### src/rtl/krc_pkg.sv
`timescale 1ns / 1ps
// ----------------------------------------------------------------------------
// krc_pkg: shared types and constants for the Kendall rank correlation core
// Request and result layouts, stored pair layout, fixed field widths.
// ----------------------------------------------------------------------------
package krc_pkg;

  localparam int VALUE_W           = 32;
  localparam int CORR_W            = 18;
  localparam int COMMON_W          = 9;
  localparam int DISC_W            = 16;
  localparam int FRAC_W            = 16;
  // quotient of (d << 18) / (m*(m-1)) never exceeds 2^17
  localparam int QUOT_W            = 18;
  localparam int DEFAULT_MAX_ITEMS = 256;

  localparam logic [DISC_W-1:0] DISC_MAX = '1;
  // 1.0 in Q1.16
  localparam logic [CORR_W-1:0] ONE_Q    = CORR_W'(1) << FRAC_W;

  typedef struct packed {
    logic [VALUE_W-1:0] value_a;
    logic [VALUE_W-1:0] value_b;
    logic               last_item;
  } item_t;

  typedef struct packed {
    logic signed [CORR_W-1:0] correlation;
    logic [COMMON_W-1:0]      common_count;
  } result_t;

  typedef struct packed {
    logic [VALUE_W-1:0] a;
    logic [VALUE_W-1:0] b;
  } pair_t;

endpackage

### src/rtl/krc_div_unit.sv
`timescale 1ns / 1ps
// ----------------------------------------------------------------------------
// krc_div_unit: serial restoring divider
// Computes floor((d << QUOT_W) / divisor), one quotient bit per cycle.
// Requires d < divisor, which holds since d <= m*(m-1)/2.
// ----------------------------------------------------------------------------
module krc_div_unit
  import krc_pkg::*;
#(
  parameter int DEN_W = 18
) (
  input  logic              clk,
  input  logic              rst,
  input  logic              start,
  input  logic [DISC_W-1:0] dividend,
  input  logic [DEN_W-1:0]  divisor,
  output logic              done,
  output logic [QUOT_W-1:0] quotient
);

  localparam int STEP_W = $clog2(QUOT_W + 1);

  logic [DEN_W-1:0]  rem;
  logic [DEN_W-1:0]  dvs;
  logic [STEP_W-1:0] steps;
  logic              running;

  logic [DEN_W:0]    rem_shift;
  logic              fits;

  // shared subtract/compare
  assign rem_shift = {rem, 1'b0};
  assign fits      = rem_shift >= {1'b0, dvs};

  always_ff @(posedge clk) begin
    if (rst) begin
      running <= 1'b0;
      done    <= 1'b0;
      steps   <= '0;
    end else begin
      done <= 1'b0;
      if (start) begin
        running <= 1'b1;
        steps   <= STEP_W'(QUOT_W);
        rem     <= DEN_W'(dividend);
        dvs     <= divisor;
      end else if (running) begin
        if (fits) begin
          rem <= DEN_W'(rem_shift - {1'b0, dvs});
        end else begin
          rem <= DEN_W'(rem_shift);
        end
        quotient <= {quotient[QUOT_W-2:0], fits};
        steps    <= steps - 1'b1;
        if (steps == STEP_W'(1)) begin
          running <= 1'b0;
          done    <= 1'b1;
        end
      end
    end
  end

endmodule

### config.mk
export PLATFORM = sky130hd
export DESIGN_NAME = krc_div_unit
export DESIGN_NICKNAME = d
export VERILOG_FILES = /design/src/rtl/krc_pkg.sv /design/src/rtl/krc_div_unit.sv
export SDC_FILE = /design/constraint.sdc
export NUM_CORES = 1
export LEC_CHECK = 0
export BUFFER_PORTS_ARGS = -buffer_cell sky130_fd_sc_hd__buf_2
export CORE_MARGIN = 2
export CORE_UTILIZATION = 55
export DETAILED_ROUTE_END_ITERATION = 12
export GPL_TIMING_DRIVEN = 0
export PLACE_DENSITY = 0.81
export SLEW_MARGIN = 20
export SYNTH_ARGS = -nofsm -noshare
export SYNTH_HDL_FRONTEND = slang
export SYNTH_SLANG_ARGS = --single-unit
### constraint.sdc
create_clock -name clk -period 8.3 [get_ports clk]
set_clock_uncertainty 0.2 [all_clocks]
set_input_delay 1.245 -clock clk [delete_from_list [all_inputs] [get_ports clk]]
set_output_delay 1.245 -clock clk [all_outputs]
set_load 0.01 [all_outputs]
==> impl_metrics.tcl <==
set metrics [dict create \
    fmax_mhz 332.6 \
    top_level_ports 56 \
    worstSetupPathType "reg -> reg" \
    pwr-share-comb_pct 23.8 \
    first_pass_iters 4 \
    fin_crit_sh_pct 36.22 \
    gr-usage-met3_pct 6.759 \
    status "completed" \
    end_kind "register" \
    cts-root-buf "clkbuf_8" \
    syn-num-nets 356 \
    met2_usage_pct 37.02 \
    grt_overflow 0 \
    maxCapViolations 0 \
    synth-main-ff-cell "edfxtp_1" \
    p_per_area_mw_per_mm2 207.7 \
    finalCriticalPeriod_ns 3.006 \
    core_area_mm2 0.005991 \
    hold_violations 0 \
    antenna_left 0 \
    clk_latency_ns 0.35 \
    synthCells 298 \
    syn_area_mm2 0.003432 \
    place_hpwl_mm 5.563 \
    worstPathRequired_ns 8.25 \
    dieArea_mm2 0.006888 \
    grt.met1_usage_pct 32.18 \
    grt_pass1_wl_mm 12.77 \
    tightest_slew_ns 0.9825 \
    cp.arrival_ns 2.96 \
    start_util_pct 57.29 \
    die_w_um 83.00 \
    dp_cells 429 \
    setup_tns_ns 0 \
    ys_async_sr_fraction_pct 0 \
    gp_congestion 0.9013 \
    setup_violations 0 \
    port_buffers 53 \
    clkPwrFrac_pct 32.4 \
    path_max_fanout 7 \
    via_per_inst 5.984 \
    top_usage_layer "met2" \
    num_antenna_cells 0 \
    multiInputGateArea_mm2 0.001490 \
    cts_setup_buffers 0 \
    drv_slew 0 \
    synth_warnings 0 \
    cts.sinks 61 \
    grt_pass1_vias 2623 \
    via_count 2663 \
    grt_max_degree 14 \
    antenna_found_initial 0 \
    cts.reportedPaths.clkPinSlew_ns 0.07 \
    final_cells 445 \
    rsz0062_at_grt "no" \
    hold_buffers 0 \
    p_int_mw 0.5871 \
    wirelength_mm 7.664 \
    switchingPower_mw 0.2518 \
    dieHeight_um 83.00 \
    register_area_mm2 0.001762 \
    fillerInstances 469 \
    synth.avg_cell_area_um2 11.52 \
    cts_max_level 3 \
    drive_gt1_share_pct 26.76 \
    ys_ff_latch 61 \
    start_kind "register" \
    synth_edf_count 54 \
    cts_buffer_depth 2 \
    drtIter0Drc 193 \
    max_slew_margin_pct 34.11 \
    cts_buffers 9 \
    ctsResizeCount 0 \
    ys_seq_area_share_pct 51.33 \
    p_leak_nw 1.641 \
    wire_per_inst_um 17.22 \
    area_growth_pct 17.68 \
    vdd_drop_max_v 0.0001663 \
    num_rows 28 \
    nets 423 \
    cts_tree "done" \
    gr-usage-all-layers_pct 23.55 \
    hold_path.class "reg -> reg" \
    synth_cell_types 59 \
    switching_share_pct 30.02 \
    drcViolationCount 0 \
    seqPwrFrac_pct 43.8 \
]
==> cells in the final DEF (no fill, tap or decap), drive strengths merged, types with 3 or more instances in the layout <==
master   count
a211o        3
a211oi       6
a21o        11
a21oi       15
a2bb2oi     11
a31oi       14
buf         62
clkbuf      16
dfxtp        7
edfxtp      54
ha          20
inv         29
nand2       16
nand2b       5
nand3        6
nor2        13
nor3         5
nor4b        3
o211ai       6
o21ai       19
or3          3
xnor2       10
xor2         5
==> critical path, cell delays in order, from the launching register on <==
cell and delay, ns:
edfxtp_1 0.40, ha_1 0.39, a21o_1 0.21, a211oi_1 0.83
nand2_1 0.40, a311oi_1 0.39
==> routing by layer <==
| layer | vias up | wire [um] |
|---|---|---|
| met3 | 8 | 599 |
| li1 | 1276 | - |
| met4 | 0 | 99 |
| met1 | 1282 | 3324 |
| met5 | - | 0 |
| met2 | 97 | 3641 |
==> cells by family (layout without fill, tap and decap cells) <==
| logic type | count (synthesis) | after routing | synth area share, % |
|---|---|---|---|
| and+or+nand+nor | 60 | 60 | 8.860 |
| adders and majority gates | 21 | 21 | 7.875 |
| AOI/OAI and AO/OA | 103 | 103 | 22.57 |
| xor gates and xnor gates | 15 | 15 | 3.828 |
| DFF | 61 | 61 | 51.33 |
| buffers and inverters | 38 | 110 | 5.541 |
==> cells in the mapped netlist, types with 2 or more instances <==
library cell | number | share of area (%)
o21ai_1 | 9 | 1.3
o21a_1 | 2 | 0.44
a21oi_1 | 14 | 2.0
ha_1 | 20 | 7.3
buf_2 | 2 | 0.29
buf_6 | 4 | 1.3
or3_1 | 3 | 0.55
edfxtp_1 | 54 | 47
xnor2_1 | 10 | 2.6
nand2_1 | 16 | 1.7
a311oi_1 | 2 | 0.51
nor4_1 | 2 | 0.36
a211oi_1 | 5 | 1.1
o21ai_0 | 9 | 1.3
nand2b_1 | 5 | 0.91
nor3_1 | 5 | 0.73
a211o_1 | 3 | 0.77
a21o_1 | 9 | 2.0
nor4b_1 | 3 | 0.77
a31oi_1 | 14 | 2.6
xor2_1 | 5 | 1.3
dfxtp_1 | 7 | 4.1
clkbuf_1 | 4 | 0.44
o211ai_1 | 6 | 1.3
inv_1 | 25 | 2.7
a2bb2oi_1 | 10 | 2.6
nor2_1 | 13 | 1.4
nand3_1 | 6 | 0.87
==> final cells by class <==
type	instances	area share [%]
clock inverters	7	1.983
well taps	75	2.323
plain buffers	13	2.385
clock buffers	9	3.067
multi-input cells	199	36.90
inverters	25	2.323
repair buffers	56	7.404
flip-flops and latches	61	43.62
==> sequential cells by signal (all words and copies together), names as in the netlist <==
register  flops
rem          18
running       1
steps         5
quotient     18
done          1
dvs          18
==> worst paths after layout <==
path,from,endpoint,slack [ns],cells after the start
setup reg to reg,rem[15],rem[1],5.29,5
hold reg to reg,quotient[6],quotient[7],0.25,0
setup / recovery,rem[15],rem[1],5.29,5
hold / removal,quotient[6],quotient[7],0.25,0
==> through the flow <==
step	utilization [%]	power (mW)	area (um^2)	setup slack (ns)	hold WS [ns]
after floorplan	-	0.5209	3432	4.812	0.2990
after global placement	63.28	0.5626	3791	4.292	0.2235
after detailed placement	64.01	0.5708	3835	5.115	0.2297
after CTS	67.42	0.8423	4039	5.330	0.2465
after global routing	67.42	0.8828	4039	5.189	0.2531
final	67.42	0.8390	4039	5.294	0.2456
==> power by group through the flow <==
stage	logic [mW]	registers [mW]	clock network, mW
after floorplan	0.148	0.373	0
after global placement	0.189	0.374	0
after detailed placement	0.196	0.374	0
after CTS	0.198	0.368	0.277
after global routing	0.221	0.370	0.292
final	0.200	0.368	0.272
No activity file was read; power rests on OpenSTA's default activity.
